$ cat src/rtl/mmp_pkg.sv
package mmp_pkg;

    // Message byte counter width (length field of the padding)
    localparam int CNT_W = 64;

    // Padding constants
    localparam logic [7:0] MARK_BYTE    = 8'h80;
    localparam logic [3:0] LAST_PAD_IDX = 4'd13;
    localparam logic [3:0] LEN_LO_IDX   = 4'd14;
    localparam logic [3:0] LEN_HI_IDX   = 4'd15;

    // Controller states
    typedef enum logic [2:0] {
        S_IDLE,
        S_MARK,
        S_ZERO,
        S_LEN_LO,
        S_LEN_HI
    } t_state;

    // Tail word selection for the output register
    typedef enum logic [2:0] {
        SEL_MARK,
        SEL_ZERO,
        SEL_LEN_LO,
        SEL_LEN_HI
    } t_word_sel;

    // Controller to datapath
    typedef struct packed {
        logic      take;   // input request accepted this cycle
        logic      load;   // load a tail word into the output register
        t_word_sel sel;
    } t_dp_cmd;

    // Datapath to controller
    typedef struct packed {
        logic out_free;    // output register can take a word this cycle
        logic mark_at_13;  // marker word lands on the last padding slot
        logic zero_at_13;  // next zero word is the last padding slot
    } t_dp_sts;

endpackage

$ cat src/rtl/mmp_if.sv
// Input byte channel
interface mmp_in_if;
    logic       valid;
    logic       ready;
    logic [7:0] data_byte;
    logic       has_byte;
    logic       end_of_message;

    modport source (output valid, output data_byte, output has_byte,
                    output end_of_message, input ready);
    modport sink   (input valid, input data_byte, input has_byte,
                    input end_of_message, output ready);
endinterface

// Output word channel
interface mmp_out_if;
    logic        valid;
    logic        ready;
    logic [31:0] word;
    logic [3:0]  word_index;
    logic        last_word;

    modport source (output valid, output word, output word_index,
                    output last_word, input ready);
    modport sink   (input valid, input word, input word_index,
                    input last_word, output ready);
endinterface

// Configuration write channel
interface mmp_cfg_if;
    logic valid;
    logic ready;
    logic length_in_bits;

    modport source (output valid, output length_in_bits, input ready);
    modport sink   (input valid, input length_in_bits, output ready);
endinterface

$ cat src/rtl/mmp_datapath.sv
module mmp_datapath (
    input  logic            i_clk,
    input  logic            i_rst_n,
    input  mmp_pkg::t_dp_cmd i_cmd,
    input  logic [7:0]      i_data_byte,
    input  logic            i_has_byte,
    input  logic            i_cfg_we,
    input  logic            i_cfg_len_bits,
    input  logic            i_out_ready,
    output mmp_pkg::t_dp_sts o_sts,
    output logic            o_out_valid,
    output logic [31:0]     o_word,
    output logic [3:0]      o_word_index,
    output logic            o_last_word
);

    logic [mmp_pkg::CNT_W-1:0] r_cnt, n_cnt;
    logic [23:0]               r_partial, n_partial;
    logic [3:0]                r_widx, n_widx;
    logic                      r_len_bits;
    logic                      r_out_valid, n_out_valid;
    logic [31:0]               r_word, n_word;
    logic [3:0]                r_idx, n_idx;
    logic                      r_last, n_last;

    logic [1:0]                pos;
    logic [4:0]                shamt;
    logic                      out_free;
    logic                      push;
    logic [31:0]               mark_word;
    logic [mmp_pkg::CNT_W-1:0] len_val;

    assign pos      = r_cnt[1:0];
    assign shamt    = {pos, 3'b000};
    assign out_free = !r_out_valid || i_out_ready;
    assign push     = i_cmd.take && i_has_byte;

    // Marker byte goes into the open word at the current byte position
    assign mark_word = {8'h00, r_partial} | (32'(mmp_pkg::MARK_BYTE) << shamt);
    // Length in bits wraps modulo 2^64
    assign len_val   = r_len_bits ? {r_cnt[mmp_pkg::CNT_W-4:0], 3'b000} : r_cnt;

    assign o_sts.out_free   = out_free;
    assign o_sts.mark_at_13 = (r_cnt[5:2] == mmp_pkg::LAST_PAD_IDX);
    assign o_sts.zero_at_13 = (r_widx == mmp_pkg::LAST_PAD_IDX);

    // Byte packing, tail words and output register
    always_comb begin
        n_cnt       = r_cnt;
        n_partial   = r_partial;
        n_widx      = r_widx;
        n_out_valid = r_out_valid && !i_out_ready;
        n_word      = r_word;
        n_idx       = r_idx;
        n_last      = r_last;

        if (push) begin
            n_cnt = r_cnt + mmp_pkg::CNT_W'(1);
            if (pos == 2'd3) begin
                n_partial   = '0;
                n_out_valid = 1'b1;
                n_word      = {i_data_byte, r_partial};
                n_idx       = r_cnt[5:2];
                n_last      = 1'b0;
            end else begin
                n_partial = r_partial | (24'(i_data_byte) << shamt);
            end
        end

        if (i_cmd.load) begin
            n_out_valid = 1'b1;
            n_last      = 1'b0;
            case (i_cmd.sel)
                mmp_pkg::SEL_MARK: begin
                    n_word = mark_word;
                    n_idx  = r_cnt[5:2];
                    n_widx = r_cnt[5:2] + 4'd1;
                end
                mmp_pkg::SEL_ZERO: begin
                    n_word = '0;
                    n_idx  = r_widx;
                    n_widx = r_widx + 4'd1;
                end
                mmp_pkg::SEL_LEN_LO: begin
                    n_word = len_val[31:0];
                    n_idx  = mmp_pkg::LEN_LO_IDX;
                end
                mmp_pkg::SEL_LEN_HI: begin
                    n_word    = len_val[63:32];
                    n_idx     = mmp_pkg::LEN_HI_IDX;
                    n_last    = 1'b1;
                    n_cnt     = '0;
                    n_partial = '0;
                end
                default: begin
                    n_word = '0;
                    n_idx  = r_widx;
                end
            endcase
        end
    end

    // Control state with reset
    always_ff @(posedge i_clk) begin
        if (!i_rst_n) begin
            r_cnt       <= '0;
            r_partial   <= '0;
            r_widx      <= '0;
            r_len_bits  <= 1'b1;
            r_out_valid <= 1'b0;
        end else begin
            r_cnt       <= n_cnt;
            r_partial   <= n_partial;
            r_widx      <= n_widx;
            r_out_valid <= n_out_valid;
            if (i_cfg_we) begin
                r_len_bits <= i_cfg_len_bits;
            end
        end
    end

    // Output payload
    always_ff @(posedge i_clk) begin
        r_word <= n_word;
        r_idx  <= n_idx;
        r_last <= n_last;
    end

    assign o_out_valid  = r_out_valid;
    assign o_word       = r_word;
    assign o_word_index = r_idx;
    assign o_last_word  = r_last;

    // Bytes above the fill position of the open word are always clear
    a_partial_clean: assert property (@(posedge i_clk) disable iff (!i_rst_n)
        (r_cnt[1:0] == 2'd0) |-> (r_partial == '0))
        else $error("open word holds stale bytes at a word boundary");

    // Only the high length word carries the last flag
    a_last_idx: assert property (@(posedge i_clk) disable iff (!i_rst_n)
        (r_out_valid && r_last) |-> (r_idx == mmp_pkg::LEN_HI_IDX))
        else $error("last word flagged away from index 15");

    // Message state is cleared once the high length word is loaded
    a_clear_after_len: assert property (@(posedge i_clk) disable iff (!i_rst_n)
        (i_cmd.load && i_cmd.sel == mmp_pkg::SEL_LEN_HI)
        |=> (r_cnt == '0 && r_partial == '0))
        else $error("byte count not cleared after the length words");

endmodule

$ cat src/rtl/mmp_ctrl.sv
module mmp_ctrl (
    input  logic             i_clk,
    input  logic             i_rst_n,
    input  logic             i_in_valid,
    input  logic             i_end_of_message,
    input  mmp_pkg::t_dp_sts i_sts,
    output logic             o_in_ready,
    output mmp_pkg::t_dp_cmd o_cmd
);

    mmp_pkg::t_state r_state, n_state;

    // State register
    always_ff @(posedge i_clk) begin
        if (!i_rst_n) begin
            r_state <= mmp_pkg::S_IDLE;
        end else begin
            r_state <= n_state;
        end
    end

    // Next state and datapath commands
    always_comb begin
        n_state    = r_state;
        o_in_ready = 1'b0;
        o_cmd.take = 1'b0;
        o_cmd.load = 1'b0;
        o_cmd.sel  = mmp_pkg::SEL_ZERO;

        case (r_state)
            mmp_pkg::S_IDLE: begin
                o_in_ready = i_sts.out_free;
                if (i_in_valid && i_sts.out_free) begin
                    o_cmd.take = 1'b1;
                    if (i_end_of_message) begin
                        n_state = mmp_pkg::S_MARK;
                    end
                end
            end
            mmp_pkg::S_MARK: begin
                o_cmd.sel = mmp_pkg::SEL_MARK;
                if (i_sts.out_free) begin
                    o_cmd.load = 1'b1;
                    n_state = i_sts.mark_at_13 ? mmp_pkg::S_LEN_LO : mmp_pkg::S_ZERO;
                end
            end
            mmp_pkg::S_ZERO: begin
                o_cmd.sel = mmp_pkg::SEL_ZERO;
                if (i_sts.out_free) begin
                    o_cmd.load = 1'b1;
                    if (i_sts.zero_at_13) begin
                        n_state = mmp_pkg::S_LEN_LO;
                    end
                end
            end
            mmp_pkg::S_LEN_LO: begin
                o_cmd.sel = mmp_pkg::SEL_LEN_LO;
                if (i_sts.out_free) begin
                    o_cmd.load = 1'b1;
                    n_state    = mmp_pkg::S_LEN_HI;
                end
            end
            mmp_pkg::S_LEN_HI: begin
                o_cmd.sel = mmp_pkg::SEL_LEN_HI;
                if (i_sts.out_free) begin
                    o_cmd.load = 1'b1;
                    n_state    = mmp_pkg::S_IDLE;
                end
            end
            default: begin
                n_state = mmp_pkg::S_IDLE;
            end
        endcase
    end

    // A final request always leads into the marker word
    a_end_to_mark: assert property (@(posedge i_clk) disable iff (!i_rst_n)
        (o_cmd.take && i_end_of_message) |=> (r_state == mmp_pkg::S_MARK))
        else $error("final request did not start the padding tail");

    // Low length word is always followed by the high one
    a_lo_then_hi: assert property (@(posedge i_clk) disable iff (!i_rst_n)
        (r_state == mmp_pkg::S_LEN_LO && i_sts.out_free)
        |=> (r_state == mmp_pkg::S_LEN_HI))
        else $error("length words out of order");

    // No new request is taken while the tail is being produced
    a_no_take_in_tail: assert property (@(posedge i_clk) disable iff (!i_rst_n)
        o_cmd.load |-> !o_cmd.take)
        else $error("request taken during padding tail");

endmodule

$ cat src/rtl/md5_message_padder_unit.sv
// Channel  | Dir | Payload                               | Handshake
// i_in     | in  | data_byte[7:0], has_byte, end_of_msg  | valid/ready
// o_out    | out | word[31:0], word_index[3:0], last_word| valid/ready
// i_cfg    | in  | length_in_bits                        | valid/ready, always ready
//
// A request without end_of_message adds no padding; a full word leaves through a single
// output register, so requests flow at one per cycle while it drains and no tail is pending.
// A final request adds a padding tail of 3 to 18 output words, one per cycle while the output
// accepts them, produced by the controller stepping through marker, zero and length words.
// Synchronous active-low reset clears the byte count and sets bit-length mode.
// A stalled output holds the tail and blocks new requests until it moves.
module md5_message_padder_unit (
    input logic            i_clk,
    input logic            i_rst_n,
    mmp_in_if.sink         i_in,
    mmp_out_if.source      o_out,
    mmp_cfg_if.sink        i_cfg
);

    mmp_pkg::t_dp_cmd cmd;
    mmp_pkg::t_dp_sts sts;
    logic             in_ready;

    // Register write is always taken
    assign i_cfg.ready = 1'b1;
    assign i_in.ready  = in_ready;

    // Sequencer for the padding tail
    mmp_ctrl u_ctrl (
        .i_clk            (i_clk),
        .i_rst_n          (i_rst_n),
        .i_in_valid       (i_in.valid),
        .i_end_of_message (i_in.end_of_message),
        .i_sts            (sts),
        .o_in_ready       (in_ready),
        .o_cmd            (cmd)
    );

    // Byte packing, counters and output register
    mmp_datapath u_dp (
        .i_clk          (i_clk),
        .i_rst_n        (i_rst_n),
        .i_cmd          (cmd),
        .i_data_byte    (i_in.data_byte),
        .i_has_byte     (i_in.has_byte),
        .i_cfg_we       (i_cfg.valid),
        .i_cfg_len_bits (i_cfg.length_in_bits),
        .i_out_ready    (o_out.ready),
        .o_sts          (sts),
        .o_out_valid    (o_out.valid),
        .o_word         (o_out.word),
        .o_word_index   (o_out.word_index),
        .o_last_word    (o_out.last_word)
    );

endmodule

$ cat src/flat_wrapper.sv
// flat-port wrapper written by rule: the top's interface ports become plain ports
module md5_message_padder_unit_flat 
  (i_clk, i_rst_n, i_in_valid, i_in_data_byte, i_in_has_byte, i_in_end_of_message, i_in_ready, o_out_valid, o_out_word, o_out_word_index, o_out_last_word, o_out_ready, i_cfg_valid, i_cfg_length_in_bits, i_cfg_ready);
  mmp_in_if i_in_i ();
  mmp_out_if o_out_i ();
  mmp_cfg_if i_cfg_i ();
  input logic i_clk;
  input logic i_rst_n;
  input wire logic [$bits(i_in_i.valid)-1:0] i_in_valid;
  input wire logic [$bits(i_in_i.data_byte)-1:0] i_in_data_byte;
  input wire logic [$bits(i_in_i.has_byte)-1:0] i_in_has_byte;
  input wire logic [$bits(i_in_i.end_of_message)-1:0] i_in_end_of_message;
  output wire logic [$bits(i_in_i.ready)-1:0] i_in_ready;
  output wire logic [$bits(o_out_i.valid)-1:0] o_out_valid;
  output wire logic [$bits(o_out_i.word)-1:0] o_out_word;
  output wire logic [$bits(o_out_i.word_index)-1:0] o_out_word_index;
  output wire logic [$bits(o_out_i.last_word)-1:0] o_out_last_word;
  input wire logic [$bits(o_out_i.ready)-1:0] o_out_ready;
  input wire logic [$bits(i_cfg_i.valid)-1:0] i_cfg_valid;
  input wire logic [$bits(i_cfg_i.length_in_bits)-1:0] i_cfg_length_in_bits;
  output wire logic [$bits(i_cfg_i.ready)-1:0] i_cfg_ready;
  assign i_in_i.valid = i_in_valid;
  assign i_in_i.data_byte = i_in_data_byte;
  assign i_in_i.has_byte = i_in_has_byte;
  assign i_in_i.end_of_message = i_in_end_of_message;
  assign i_in_ready = i_in_i.ready;
  assign o_out_valid = o_out_i.valid;
  assign o_out_word = o_out_i.word;
  assign o_out_word_index = o_out_i.word_index;
  assign o_out_last_word = o_out_i.last_word;
  assign o_out_i.ready = o_out_ready;
  assign i_cfg_i.valid = i_cfg_valid;
  assign i_cfg_i.length_in_bits = i_cfg_length_in_bits;
  assign i_cfg_ready = i_cfg_i.ready;
  md5_message_padder_unit u_core (.i_clk(i_clk), .i_rst_n(i_rst_n), .i_in(i_in_i), .o_out(o_out_i), .i_cfg(i_cfg_i));
endmodule
$ cat config.mk
export PLATFORM = sky130hd
export DESIGN_NAME = md5_message_padder_unit_flat
export DESIGN_NICKNAME = d
export VERILOG_FILES = /design/src/rtl/mmp_pkg.sv /design/src/rtl/mmp_if.sv /design/src/rtl/mmp_datapath.sv /design/src/rtl/mmp_ctrl.sv /design/src/rtl/md5_message_padder_unit.sv /design/src/flat_wrapper.sv
export SDC_FILE = /design/constraint.sdc
export NUM_CORES = 1
export LEC_CHECK = 0
export ABC_CLOCK_PERIOD_IN_PS = 2600
export CAP_MARGIN = 40
export CORE_UTILIZATION = 44
export DETAILED_ROUTE_END_ITERATION = 12
export DONT_BUFFER_PORTS = 1
export GPL_TIMING_DRIVEN = 1
export PLACE_DENSITY_LB_ADDON = 0.12
export SETUP_SLACK_MARGIN = 0.1
export SKIP_LAST_GASP = 1
export SYNTH_ARGS = -nofsm -noshare
export SYNTH_HDL_FRONTEND = slang
export SYNTH_HIERARCHICAL = 1
export SYNTH_SLANG_ARGS = --single-unit
$ cat constraint.sdc
create_clock -name i_clk -period 2.6 [get_ports i_clk]
set_input_delay 0.52 -clock i_clk [delete_from_list [all_inputs] [get_ports i_clk]]
set_output_delay 0.52 -clock i_clk [all_outputs]
set_load 0.05 [all_outputs]
# After elaboration in Yosys (flattened, before gate mapping)
# Cells that the tools add are included.
totals:
  regBits: 134
  latchBits: 0
  ramBits: 0
  mem_bits_ro: 0
  inputBits: 16
  out_inout_bits: 40
  wordCells: 85
  memories: 0
classes:
  add_sub_neg: 3
  n_mul: 0
  div_mod_pow: 0
  magnitude_cmp: 0
  eq_ne: 17
  n_shift: 2
  mux: 38
  bitwise: 2
  n_reduce_logical: 14
op_table:
  columns: ["cell", "count"]
  rows:
  - ["$mux W64", 4]
  - ["$mux W24", 4]
  - ["$mux W32", 3]
  - ["$pmux W32 S3", 1]
  - ["$add A64 B1 Y64 const B", 1]
  - ["$or A24 B32 Y32", 1]
  - ["$shl A8 B5 Y32 const A", 1]
  - ["$or A24 B24 Y24", 1]
  - ["$shl A8 B5 Y24", 1]
  - ["$mux W3", 7]
  - ["$pmux W4 S4", 1]
  - ["$pmux W3 S5", 1]
  - ["$eq A3 B2 Y1 const B", 4]
  - ["$mux W1", 12]
  - ["$mux W4", 3]
  - ["$ne A2 B2 Y1 const B", 6]
  - ["$pmux W4 S3", 1]
  - ["$add A4 B1 Y4 const B", 2]
  - ["$eq A4 B4 Y1 const B", 2]
  - ["$pmux W4 S2", 1]
  - ["$reduce_and A7 Y1", 1]
  - ["$eq A3 B1 Y1 const B", 2]
  - ["$logic_not A3 Y1", 2]
  - ["$reduce_bool A2 Y1", 3]
  - ["other kinds (7)", 11]

# Longest topological paths before layout
# Gate-level depths: netlist (run 1).
logic_depth:
  ltp_word: 9
  mapped_depth: 11
  mapped_depth_nobuf: 10

# Cells and area by module
# The synthesis (run 1) kept the hierarchy.
by_module_without_submodules:
  columns: ["mod", "instances", "cells_each", "area_each_um2"]
  rows:
  - ["mmp_datapath", 1, 742, 6527.5]
  - ["mmp_ctrl", 1, 27, 207.7]
  - ["md5_message_padder_unit", 1, 2, 11.3]

# Least setup slack after synthesis (run 1)
# OpenSTA, ideal clock, no wires.
synth_path:
  path_type: "in2reg"
  from: "in o_out_ready"
  to: "reg u_core/u_dp/r_cnt[62] (netlist bit)"
  setup_time_ns: 0.071
  arrival_ns: 2.684
  t_required_ns: 2.529
  path_slack_ns: -0.155
  stages: 10
  n_path_buf: 2
  path_cell_list: "nand2b_1 > buf_4 > nor2b_1 > and3_1 > nand3_1 > nor4_2 > nand4_1 > clkbuf_1 > or4_1 > a21oi_1"
synth_lines:
  columns: ["element", "line", "source"]
  rows:
  - ["start: declaration", "flat_wrapper.sv:18", "input wire logic [$bits(o_out_i.ready)-1:0] o_out_ready;"]
  - ["end signal: assignment", "mmp_datapath.sv:112", "r_cnt <= n_cnt;"]
  - ["end: declaration", "mmp_datapath.sv:17", "logic [mmp_pkg::CNT_W-1:0] r_cnt, n_cnt;"]

==> results of run 1 <==
==> cell usage in the layout (no fill, tap or decap), types with 9 or more instances in the layout <==
cell type,n
sky130_fd_sc_hd__edfxtp_1,37
sky130_fd_sc_hd__nor3_1,10
sky130_fd_sc_hd__buf_4,37
sky130_fd_sc_hd__mux2i_1,26
sky130_fd_sc_hd__nand3_1,29
sky130_fd_sc_hd__o31ai_1,13
sky130_fd_sc_hd__inv_1,23
sky130_fd_sc_hd__or4_1,14
sky130_fd_sc_hd__o21ai_0,40
sky130_fd_sc_hd__nor2_1,99
sky130_fd_sc_hd__a21oi_1,72
sky130_fd_sc_hd__nand2_1,77
sky130_fd_sc_hd__or3_1,9
sky130_fd_sc_hd__dfxtp_1,92
sky130_fd_sc_hd__nand4_1,30
sky130_fd_sc_hd__clkbuf_16,18
sky130_fd_sc_hd__xnor2_1,22
sky130_fd_sc_hd__xor2_1,18
==> where the power goes <==
| part | leakage, nW | switching [mW] | internal [mW] |
|---|---|---|---|
| Combinational | 1.37 | 0.305 | 0.155 |
| Sequential | 1.14 | 0.330 | 2.29 |
| Clock | 0.303 | 0.984 | 1.49 |
| Total | 2.82 | 1.62 | 3.94 |
==> final cells by class <==
cell class	instances	area [sq um]
clock inverter	14	158.9
multi-input combinational	570	3512
inverter	25	93.84
fill	1389	6904
sequential	134	3059
clock buffer	18	450.4
tap	184	230.2
timing repair buffer	42	345.3
==> worst max path at each step <==
stage / from / end / slack (ns)
3_5_place_dp: o_out_ready / u_core/u_dp/r_cnt[41]$_SDFF_PN0_ / -0.03
2_1_floorplan: o_out_ready / u_core/u_dp/r_cnt[47]$_SDFF_PN0_ / 0.08
5_1_grt: u_core/u_dp/o_out_valid$_SDFF_PN0_ / u_core/u_dp/r_cnt[61]$_SDFF_PN0_ / 0.03
3_3_place_gp: o_out_ready / u_core/u_dp/r_cnt[41]$_SDFF_PN0_ / 0.001
4_1_cts: u_core/u_ctrl/r_state[0]$_SDFFE_PN0P_ / u_core/u_dp/r_cnt[41]$_SDFF_PN0_ / 0.14
6_report: u_core/u_dp/o_out_valid$_SDFF_PN0_ / u_core/u_dp/r_cnt[61]$_SDFF_PN0_ / 0.17
==> sequential cells by signal, indices dropped and copies added (netlist names) <==
name and flops:
u_core/u_ctrl/r_state 3, u_core/u_dp/o_last_word 1, u_core/u_dp/o_out_valid 1, u_core/u_dp/o_word 32, u_core/u_dp/o_word_index 4, u_core/u_dp/r_cnt 64, u_core/u_dp/r_len_bits 1, u_core/u_dp/r_partial 24
u_core/u_dp/r_widx 4
==> cell families after synthesis <==
group | count (synthesis) | share of synthesized area, %
AO/OA/AOI/OAI | 164 | 14.58
buffers and inverters | 67 | 4.061
adder cells (fa/ha/maj) | 5 | 0.9273
other | 2 | 0.1113
AND/OR/NAND/NOR | 324 | 24.35
XOR/XNOR | 40 | 5.193
multiplexers | 35 | 5.527
flip-flops | 134 | 45.25
==> critical path: stages, from the launching register on <==
cell	delay, ns
sky130_fd_sc_hd__dfxtp_2	0.32
sky130_fd_sc_hd__nand2b_1	0.10
sky130_fd_sc_hd__nor2b_4	0.17
sky130_fd_sc_hd__and3_4	0.23
sky130_fd_sc_hd__nand3_4	0.11
sky130_fd_sc_hd__nor4_4	0.39
sky130_fd_sc_hd__buf_4	0.17
sky130_fd_sc_hd__nand4_1	0.11
sky130_fd_sc_hd__buf_6	0.17
sky130_fd_sc_hd__or4_1	0.46
sky130_fd_sc_hd__a21oi_1	0.12
==> per-layer routing <==
layer  vias to the layer above  track usage (%)  part of all wire [%]
li1                       2826                -                     -
met1                      2811            34.25                    47
met2                       182            38.66                    46
met3                        25            5.225                   5.8
met4                         0            8.505                   1.7
met5                         -                0                     0
==> what timing repair did <==
action,CTS,global route
buffers inserted,0,4
gates resized for setup,0,12
setup endpoints to repair,0,64
==> results by group, run 1 <==
Timing
  • Setup repair after global routing missed its margin: true
  • Count of pins over their slew limit: 0
  • Measured slew at the worst slew-check pin: 0.6689 ns
  • Worst slack on hold paths: 0.2000 ns
  • Highest attainable clock frequency: 411.9 MHz
  • Max Clock Skew: 0.01238 ns
  • Relative max-transition margin: 55.34%
  • Portion of the clock cycle consumed by the worst path in the final layout: 93.37%
  • Number of hold violations in the final report: 0
  • Minimum clock period after layout: 2.428 ns
  • Final TNS setup: 0 ns
  • Endpoints failing setup: 0
  • Worst setup margin: 0.1724 ns

Global route
  • Maximum number of pins on one net before global-route repair: 38
  • Global-route usage over all layers: 24.84%
  • Number of antenna violations at the first check in global routing: 0
  • Global-route wire length before repair: 30,030 um
  • Residual overflow from global routing: 0
  • Via count of the first global-routing pass: 5,555

Die
  • Starting density of the core: 45.73%
  • Site row count: 44
  • I/O pin total: 56
  • Area of the core: 14,750 sq um
  • Die footprint: 15,830 sq um
  • Chip Width: 125.8 um
  • Vertical die dimension: 125.8 um

Setup path
  • Worst EP required: 2.96 ns
  • Crit path DAT: 2.79 ns
  • Worst Setup End Kind: flop
  • Kind of critical path: reg -> reg
  • Launch instance of the worst register-to-register path: u_core/u_dp/o_out_valid$_SDFF_PN0_
  • Startpoint class of the critical path: flop
  • Worst-case register-to-register setup slack: 0.17 ns
  • Maximum fanout count along the critical path: 8
  • Worst reg2reg path depth: 10
  • Endpoint of the worst register-to-register path: u_core/u_dp/r_cnt[61]$_SDFF_PN0_

Final layout
  • Final non-filler cell total: 987
  • Area overhead of the layout relative to synthesis: 16.36%
  • Diodes inserted: 0
  • Post-route standard cell area excluding fillers: 7850 sq um
  • Net total in the final layout: 811
  • Core Util, Final: 53.21%
  • Share of cells above drive strength 1: 14.32%

Logic synthesis
  • Post-Syn Area per Cell: 8.750 sq um
  • Dominant cells by area after synthesis: sky130_fd_sc_hd__dfxtp_1, sky130_fd_sc_hd__edfxtp_1, sky130_fd_sc_hd__nor2_1
  • Most instantiated flip-flop cell in the synthesis netlist: sky130_fd_sc_hd__dfxtp_1
  • Commonest cells post-synth: sky130_fd_sc_hd__nor2_1, sky130_fd_sc_hd__dfxtp_1, sky130_fd_sc_hd__nand2_1, sky130_fd_sc_hd__a21oi_1, sky130_fd_sc_hd__o21ai_0
  • Share of Yosys cell area claimed by the top area cell type: 28.78%
  • Number of synthesis warnings: 6
  • Sequential fraction of the synthesis area: 45.25%
  • Post-synthesis instance area: 6746 sq um
  • Cell type contributing the most total cell area after synthesis: sky130_fd_sc_hd__dfxtp_1
  • Number of nets produced by synthesis: 792
  • Async set-or-reset flop fraction in the synthesized netlist: 0%
  • Number of synthesized register bits: 134
  • Synth unique cells: 60
  • EDFF count, synth: 37
  • Most frequent cell after synthesis: sky130_fd_sc_hd__nor2_1
  • Gate count of the mapped netlist: 771

Drt
  • Total DRC errors in the routed layout: 0
  • Antenna Violating Nets Remaining: 0
  • DR WL/cell: 19.15 um
  • Post-DR vias/cell: 5.921
  • Routed vias: 5,844
  • 1st-iter DRT viols: 582
  • Final wirelength: 18,900 um
  • DR pass1 iterations: 5

Outcome
  • Run status: complete, no violations

Job
  • Max-Cap Viols: 0

Placed design
  • Post-place setup slack: -0.03392 ns
  • Dpl cells: 951
  • Area of placed instances: 7168 sq um
  • I/O Buffers: 0
  • HPWL after detailed placement: 14,010 um
  • RD Place Congestion: 0.8756

Power
  • Leak Pwr: 2.815 nW
  • Post-layout power: 5.556 mW
  • Total power per unit cell area: 707.7 nW/um^2
  • Largest voltage drop on the vdd net: 0.0004384 V

Clocking
  • CTS clk-pin slew, worst paths: 0.07 ns
  • CTS tree: done
  • Number of buffers created by CTS: 17
  • Number of buffers on the longest clock path: 2
  • Total clock sinks: 134
  • H-tree lvl count: 4
  • Later-pin clock latency in the skew report: 0.43 ns
  • Clk root buf: sky130_fd_sc_hd__clkbuf_16
  • Number of buffers inserted for hold repair after clock tree synthesis: 0

Min path
  • Startpoint of the worst hold path: i_rst_n
  • Hold path endpoint: u_core/u_dp/r_len_bits$_SDFFE_PN1P_
  • Number of cells on the worst hold path: 1
  • Type of the most critical hold path: in -> reg
No activity file was read; power rests on OpenSTA's default activity.
==> run 2: changes to the inputs <==
- RECOVER_POWER: not set -> 50
==> results by group, run 2 (synthesized netlist as in run 1, its figures left out) <==
Outcome
  • Run status: complete, no violations (unchanged)

Clocking
  • Later-pin clock latency in the skew report: 0.43 ns (about the same)
  • Number of buffers inserted for hold repair after clock tree synthesis: 0 (unchanged)
  • CTS tree: done (unchanged)
  • H-tree lvl count: 4 (unchanged)
  • Number of buffers created by CTS: 17 (unchanged)
  • Total clock sinks: 134 (unchanged)
  • CTS clk-pin slew, worst paths: 0.07 ns (about the same)
  • Clk root buf: sky130_fd_sc_hd__clkbuf_16 (unchanged)
  • Number of buffers on the longest clock path: 2 (unchanged)

Final layout
  • Share of cells above drive strength 1: 13.82% (was 14.32%)
  • Flip-flop count of the largest register after layout: 64 (unchanged)
  • Fillers: 1,393 (was 1,389)
  • Most common library cell in the layout ignoring fill and taps: sky130_fd_sc_hd__nor2_1 (unchanged)
  • Net total in the final layout: 811 (unchanged)
  • Most used cells in the layout excluding fill and tap cells: sky130_fd_sc_hd__nor2_1, sky130_fd_sc_hd__dfxtp_1, sky130_fd_sc_hd__nand2_1 (unchanged)
  • Area of all sequential standard cells: 3058 sq um (was 3059 sq um)
  • Diodes inserted: 0 (unchanged)
  • Register with the most flip-flops: u_core/u_dp/r_cnt (unchanged)
  • Area overhead of the layout relative to synthesis: 15.86% (was 16.36%)
  • Post-route standard cell area excluding fillers: 7816 sq um (was 7850 sq um)
  • Multi-input gate area: 3503 sq um (was 3512 sq um)

Global route
  • Global-route usage over all layers: 24.84% (unchanged)
  • Maximum number of pins on one net before global-route repair: 38 (unchanged)
  • Number of antenna violations at the first check in global routing: 0 (unchanged)
  • Residual overflow from global routing: 0 (unchanged)
  • Via count of the first global-routing pass: 5,555 (unchanged)
  • Global-route wire length before repair: 30,030 um (unchanged)

Die
  • Area of the core: 14,750 sq um (unchanged)
  • Starting density of the core: 45.73% (unchanged)
  • Site row count: 44 (unchanged)
  • Die footprint: 15,830 sq um (unchanged)
  • Chip Width: 125.8 um (unchanged)
  • I/O pin total: 56 (unchanged)
  • Vertical die dimension: 125.8 um (unchanged)

Timing
  • Measured slew at the worst slew-check pin: 0.8933 ns (was 0.6689 ns)
  • Max Clock Skew: 0.01120 ns (was 0.01238 ns)
  • Setup repair after global routing missed its margin: true (unchanged)
  • Endpoints failing setup: 0 (unchanged)
  • Number of hold violations in the final report: 0 (unchanged)
  • Relative max-transition margin: 40.45% (was 55.34%)
  • Final TNS setup: 0 ns (unchanged)
  • Portion of the clock cycle consumed by the worst path in the final layout: 92.92% (was 93.37%)
  • Highest attainable clock frequency: 413.9 MHz (was 411.9 MHz)
  • Minimum clock period after layout: 2.416 ns (was 2.428 ns)
  • Count of pins over their slew limit: 0 (unchanged)

Power
  • Leak Pwr: 2.804 nW (was 2.815 nW)
  • Total power per unit cell area: 708.7 nW/um^2 (was 707.7 nW/um^2)
  • Post-layout power: 5.540 mW (was 5.556 mW)
  • Largest voltage drop on the vdd net: 0.0004394 V (was 0.0004384 V)

Setup path
  • Kind of critical path: reg -> reg (unchanged)
  • Crit path DAT: 2.77 ns (was 2.79 ns)
  • Startpoint class of the critical path: flop (unchanged)
  • Maximum fanout count along the critical path: 8 (unchanged)
  • Worst EP required: 2.96 ns (about the same)
  • Worst Setup End Kind: flop (unchanged)

Drt
  • DR WL/cell: 19.18 um (was 19.15 um)
  • Total DRC errors in the routed layout: 0 (unchanged)
  • DR pass1 iterations: 5 (unchanged)
  • Routed vias: 5,827 (was 5,844)
  • Final wirelength: 18,940 um (was 18,900 um)
  • Detail Route met2 WL: 8684 um (was 8651 um)
  • Sum of routed wire segments on met1: 8924 um (was 8827 um)
  • Post-DR vias/cell: 5.904 (was 5.921)
  • Routed length on met3: 988 um (was 1092 um)
  • 1st-iter DRT viols: 569 (was 582)
  • Max Used Layer: met4 (unchanged)
  • Antenna Violating Nets Remaining: 0 (unchanged)

Placed design
  • HPWL after detailed placement: 14,010 um (unchanged)
  • RD Place Congestion: 0.8756 (unchanged)
  • Area of placed instances: 7168 sq um (unchanged)
  • I/O Buffers: 0 (unchanged)

Min path
  • Type of the most critical hold path: in -> reg (unchanged)

Job
  • Max-Cap Viols: 0 (unchanged)
run 2: path summary, 6_finish.rpt:
kind | start | to | slack [ns] | depth (start not counted)
setup reg to reg | u_core/u_dp/o_out_valid$_SDFF_PN0_ | u_core/u_dp/r_cnt[61]$_SDFF_PN0_ | 0.18 | 10
setup / recovery | u_core/u_dp/o_out_valid$_SDFF_PN0_ | u_core/u_dp/r_cnt[61]$_SDFF_PN0_ | 0.18 | 10
hold / removal | i_rst_n | u_core/u_dp/r_len_bits$_SDFFE_PN1P_ | 0.20 | 1
hold reg to reg | u_core/u_dp/r_partial[21]$_SDFF_PN0_ | u_core/u_dp/r_partial[21]$_SDFF_PN0_ | 0.47 | 2
run 2: area by class of cell:
| type | instances | area share [%] |
|---|---|---|
| multi-input combinational | 570 | 44.82 |
| tap | 184 | 2.945 |
| inverter | 25 | 1.201 |
| clock buffer | 18 | 5.763 |
| sequential | 134 | 39.12 |
| clock inverter | 14 | 2.033 |
| timing repair buffer | 42 | 4.114 |
run 2: routing by layer:
metal  global-route usage, %  vias to the layer above
li1                        -                     2821
met1                   34.25                     2802
met2                   38.66                      177
met3                   5.225                       27
met4                   8.505                        0
met5                       0                        -
run 2: critical path: stages (launching register included):
cell and delay (ns):
sky130_fd_sc_hd__dfxtp_1 0.31, sky130_fd_sc_hd__nand2b_1 0.10, sky130_fd_sc_hd__nor2b_4 0.17, sky130_fd_sc_hd__and3_4 0.23, sky130_fd_sc_hd__nand3_4 0.11, sky130_fd_sc_hd__nor4_4 0.39, sky130_fd_sc_hd__buf_4 0.17, sky130_fd_sc_hd__nand4_1 0.10
sky130_fd_sc_hd__buf_6 0.17, sky130_fd_sc_hd__or4_1 0.46, sky130_fd_sc_hd__a21oi_1 0.12
run 2: timing repair:
| item | CTS | global route |
|---|---|---|
| resized for setup | 0 | 12 |
| endpoints found under the setup margin | 0 | 64 |
| setup buffers | 0 | 4 |
run 2: power by group:
| part | switching [mW] | internal [mW] | total [mW] | leakage (nW) |
|---|---|---|---|---|
| combinational | 0.300 | 0.136 | 0.437 | 1.36 |
| sequential | 0.330 | 2.29 | 2.62 | 1.14 |
| clock | 0.989 | 1.49 | 2.48 | 0.303 |
| total | 1.62 | 3.92 | 5.54 | 2.80 |
run 2: stage by stage:
step                      hold slack, ns  setup slack, ns  std cells  utilization [%]
after global routing              0.1824          0.02303        987            52.98
final                             0.1994           0.1841        987            52.98
after detailed placement          0.4570         -0.03392        951            48.58
after global placement            0.4488         0.001070        950            48.55
after CTS                         0.1860           0.1363        983            52.71
after floorplan                   0.4366          0.07682        771                -
==> run 3: changes to the inputs <==
- REMOVE_ABC_BUFFERS: not set -> 1
- SYNTH_HIERARCHICAL: 1 -> not set
==> results by group, run 3 <==
Power
  • Sequential power share: 48.4% (was 47.3%)
  • Switching part of the total: 26.79% (was 29.23%)
  • Largest voltage drop on the vdd net: 0.0004085 V (was 0.0004394 V)
  • Post-layout power: 5.010 mW (was 5.540 mW)
  • Clk pwr share: 45.2% (was 44.8%)
  • Leak Pwr: 2.769 nW (was 2.804 nW)
  • Switching pwr: 1.342 mW (was 1.619 mW)
  • Internal Pwr Total: 3.667 mW (was 3.920 mW)
  • Logic pwr share: 6.4% (was 7.9%)
  • Total power per unit cell area: 633.2 nW/um^2 (was 708.7 nW/um^2)

Die
  • Site row count: 45 (was 44)
  • Starting density of the core: 45.56% (was 45.73%)
  • Die footprint: 16,360 sq um (was 15,830 sq um)
  • Area of the core: 15,310 sq um (was 14,750 sq um)
  • Chip Width: 127.9 um (was 125.8 um)
  • I/O pin total: 56 (unchanged)
  • Vertical die dimension: 127.9 um (was 125.8 um)

Logic synthesis
  • Share of Yosys cell area claimed by the top area cell type: 27.83% (was 28.78%)
  • Cell type contributing the most total cell area after synthesis: sky130_fd_sc_hd__dfxtp_1 (unchanged)
  • Number of synthesized register bits: 134 (unchanged)
  • Most frequent cell after synthesis: sky130_fd_sc_hd__dfxtp_1 (was sky130_fd_sc_hd__nor2_1)
  • Synth unique cells: 57 (was 60)
  • Most instantiated flip-flop cell in the synthesis netlist: sky130_fd_sc_hd__dfxtp_1 (unchanged)
  • Dominant cells by area after synthesis: sky130_fd_sc_hd__dfxtp_1, sky130_fd_sc_hd__edfxtp_1, sky130_fd_sc_hd__mux2i_1 (was sky130_fd_sc_hd__dfxtp_1, sky130_fd_sc_hd__edfxtp_1, sky130_fd_sc_hd__nor2_1)
  • Commonest cells post-synth: sky130_fd_sc_hd__dfxtp_1, sky130_fd_sc_hd__a21oi_1, sky130_fd_sc_hd__nor2_1, sky130_fd_sc_hd__mux2i_1, sky130_fd_sc_hd__nand2_1 (was sky130_fd_sc_hd__nor2_1, sky130_fd_sc_hd__dfxtp_1, sky130_fd_sc_hd__nand2_1, sky130_fd_sc_hd__a21oi_1, sky130_fd_sc_hd__o21ai_0)
  • Post-Syn Area per Cell: 9.132 sq um (was 8.750 sq um)
  • EDFF count, synth: 37 (unchanged)
  • Number of synthesis warnings: 0 (was 6)
  • Async set-or-reset flop fraction in the synthesized netlist: 0% (unchanged)
  • Post-synthesis instance area: 6977 sq um (was 6746 sq um)
  • Sequential fraction of the synthesis area: 43.76% (was 45.25%)
  • Gate count of the mapped netlist: 764 (was 771)

Min path
  • Hold path endpoint: u_core.u_dp.r_len_bits$_SDFFE_PN1P_ (was u_core/u_dp/r_len_bits$_SDFFE_PN1P_)
  • Number of cells on the worst hold path: 1 (unchanged)
  • Type of the most critical hold path: in -> reg (unchanged)
  • Startpoint of the worst hold path: i_rst_n (unchanged)

Clocking
  • Number of buffers inserted by post-CTS setup repair: 0 (unchanged)
  • CTS tree: done (unchanged)
  • H-tree lvl count: 4 (unchanged)
  • CTS clk-pin slew, worst paths: 0.06 ns (was 0.07 ns)
  • Number of buffers inserted for hold repair after clock tree synthesis: 0 (unchanged)
  • Total clock sinks: 134 (unchanged)
  • Later-pin clock latency in the skew report: 0.43 ns (about the same)
  • Gates resized, CTS repair: 0 (unchanged)
  • Number of buffers created by CTS: 17 (unchanged)
  • Clk root buf: sky130_fd_sc_hd__clkbuf_16 (unchanged)
  • Number of buffers on the longest clock path: 2 (unchanged)

Drt
  • Final wirelength: 19,460 um (was 18,940 um)
  • Routed vias: 6,037 (was 5,827)
  • 1st-iter DRT viols: 582 (was 569)
  • Antenna Violating Nets Remaining: 0 (unchanged)
  • DR WL/cell: 19.50 um (was 19.18 um)
  • DR pass1 iterations: 5 (unchanged)
  • Post-DR vias/cell: 6.049 (was 5.904)
  • Total DRC errors in the routed layout: 0 (unchanged)

Timing
  • Max Clock Skew: 0.009359 ns (was 0.01120 ns)
  • Endpoints failing setup: 0 (unchanged)
  • Highest attainable clock frequency: 412.3 MHz (was 413.9 MHz)
  • Measured slew at the worst slew-check pin: 0.7585 ns (was 0.8933 ns)
  • Portion of the clock cycle consumed by the worst path in the final layout: 93.29% (was 92.92%)
  • Number of hold violations in the final report: 0 (unchanged)
  • Count of pins over their slew limit: 0 (unchanged)
  • Setup repair after global routing missed its margin: false (was true)
  • Minimum clock period after layout: 2.426 ns (was 2.416 ns)
  • Relative max-transition margin: 49.43% (was 40.45%)
  • Worst setup margin: 0.1745 ns (was 0.1841 ns)

Setup path
  • Worst EP required: 2.78 ns (was 2.96 ns)
  • Worst Setup End Kind: flop (unchanged)
  • Peak per-stage delay on the critical path: 0.81 ns (was 0.46 ns)
  • Launch instance of the worst register-to-register path: u_core.u_dp.r_len_bits$_SDFFE_PN1P_ (was u_core/u_dp/o_out_valid$_SDFF_PN0_)
  • Kind of critical path: reg -> reg (unchanged)
  • Endpoint of the worst register-to-register path: u_core.u_dp.o_word[28]$_DFFE_PP_ (was u_core/u_dp/r_cnt[61]$_SDFF_PN0_)
  • Maximum fanout count along the critical path: 30 (was 8)
  • Number of buffer and inverter instances along the worst setup path: 2 (unchanged)
  • Worst-case register-to-register setup slack: 0.17 ns (was 0.18 ns)
  • Slowest cell on the critical path: sky130_fd_sc_hd__dfxtp_2 (was sky130_fd_sc_hd__or4_1)
  • Top Family by Delay on Critical Path: flip-flops (was simple AND/OR/NAND/NOR gates)
  • Crit path DAT: 2.60 ns (was 2.77 ns)
  • Startpoint class of the critical path: flop (unchanged)
  • Series of cell instances along the critical path: clkbuf_2 > buf_4 > mux2i_1 > o221ai_1 > o21a_1 (was nand2b_1 > nor2b_4 > and3_4 > nand3_4 > nor4_4 > buf_4 > nand4_1 > buf_6 > or4_1 > a21oi_1)
  • Worst reg2reg path depth: 5 (was 10)

Global route
  • Residual overflow from global routing: 0 (unchanged)
  • Global-route usage over all layers: 24.83% (was 24.84%)
  • Maximum number of pins on one net before global-route repair: 40 (was 38)
  • Via count of the first global-routing pass: 5,639 (was 5,555)
  • Global-route wire length before repair: 31,130 um (was 30,030 um)
  • Number of antenna violations at the first check in global routing: 1 (was 0)

Final layout
  • Diodes inserted: 0 (unchanged)
  • Most used cells in the layout excluding fill and tap cells: sky130_fd_sc_hd__dfxtp_1, sky130_fd_sc_hd__a21oi_1, sky130_fd_sc_hd__nor2_1 (was sky130_fd_sc_hd__nor2_1, sky130_fd_sc_hd__dfxtp_1, sky130_fd_sc_hd__nand2_1)
  • Core Util, Final: 51.66% (was 52.98%)
  • Register with the most flip-flops: u_core.u_dp.r_cnt (was u_core/u_dp/r_cnt)
  • Share of cells above drive strength 1: 11.94% (was 13.82%)
  • Flip-flop count of the largest register after layout: 64 (unchanged)
  • Most common library cell in the layout ignoring fill and taps: sky130_fd_sc_hd__dfxtp_1 (was sky130_fd_sc_hd__nor2_1)
  • Fillers: 1,432 (was 1,393)
  • Final non-filler cell total: 998 (was 987)
  • Net total in the final layout: 795 (was 811)
  • Area overhead of the layout relative to synthesis: 13.40% (was 15.86%)

Placed design
  • Dpl cells: 966 (was 951)
  • RD Place Congestion: 0.9215 (was 0.8756)
  • I/O Buffers: 0 (unchanged)
  • HPWL after detailed placement: 13,910 um (was 14,010 um)
  • Post-place setup slack: 0.3008 ns (was -0.03392 ns)

Outcome
  • Run status: complete, no violations (unchanged)

Job
  • Max-Cap Viols: 0 (unchanged)
## run 3: kinds of logic after synthesis
group | Yosys count | synth area share, %
simple gates | 270 | 21.74
compound gates | 191 | 17.40
flops | 134 | 43.76
buf+inv | 79 | 4.573
mux | 56 | 8.070
xor+xnor | 28 | 3.515
fa+ha+maj | 5 | 0.8967
other cells | 1 | 0.05375
## run 3: worst max path at each step
stage	start	to	slack [ns]	cells past startpoint
final	u_core.u_dp.r_len_bits$_SDFFE_PN1P_	u_core.u_dp.o_word[28]$_DFFE_PP_	0.17	5
after global routing	u_core.u_ctrl.r_state[2]$_SDFFE_PN0P_	u_core.u_dp.r_widx[2]$_SDFFE_PN0P_	0.08	8
after CTS	u_core.u_ctrl.r_state[2]$_SDFFE_PN0P_	u_core.u_dp.r_widx[2]$_SDFFE_PN0P_	0.29	8
after detailed placement	u_core.u_ctrl.r_state[2]$_SDFFE_PN0P_	u_core.u_dp.r_widx[2]$_SDFFE_PN0P_	0.30	8
after global placement	u_core.u_dp.r_cnt[0]$_SDFF_PN0_	u_core.u_dp.r_cnt[34]$_SDFF_PN0_	0.39	7
after floorplan	u_core.u_ctrl.r_state[2]$_SDFFE_PN0P_	u_core.u_dp.r_cnt[0]$_SDFF_PN0_	-1.12	3
## run 3: cell type report
type	count	area, sq um	share of cell area, %
clock inverter	14	126.4	1.597
sequential	134	3054	38.61
timing repair buffer	47	337.8	4.270
clock buffer	18	429.2	5.425
tap	211	264.0	3.337
multi-input combinational	551	3613	45.67
inverter	23	86.33	1.091
## run 3: routing by layer
metal	track usage, %	vias up	part of all wire, %
met5	0	-	0.067
met4	8.028	2	1.0
met2	37.47	222	45
met3	5.342	22	6.2
met1	35.21	2919	48
li1	-	2872	-
## run 3: power by group through the flow
stage          clock, mW  combinational [mW]  sequential, mW
3_3_place_gp           0               0.326            2.47
2_1_floorplan          0               0.205            2.48
4_1_cts             2.30               0.331            2.43
6_report            2.26               0.320            2.43
5_1_grt             2.40               0.350            2.44
3_5_place_dp           0               0.330            2.47
## run 3: through the flow
step                      hold WS (ns)  instance area [sq um]  TNS (ns)
after floorplan                 0.4366                   6744   -118.96
after global placement          0.4495                   7410         0
after detailed placement        0.4571                   7410         0
after CTS                       0.1576                   7965         0
after global routing            0.1549                   7911         0
final                           0.1666                   7911         0
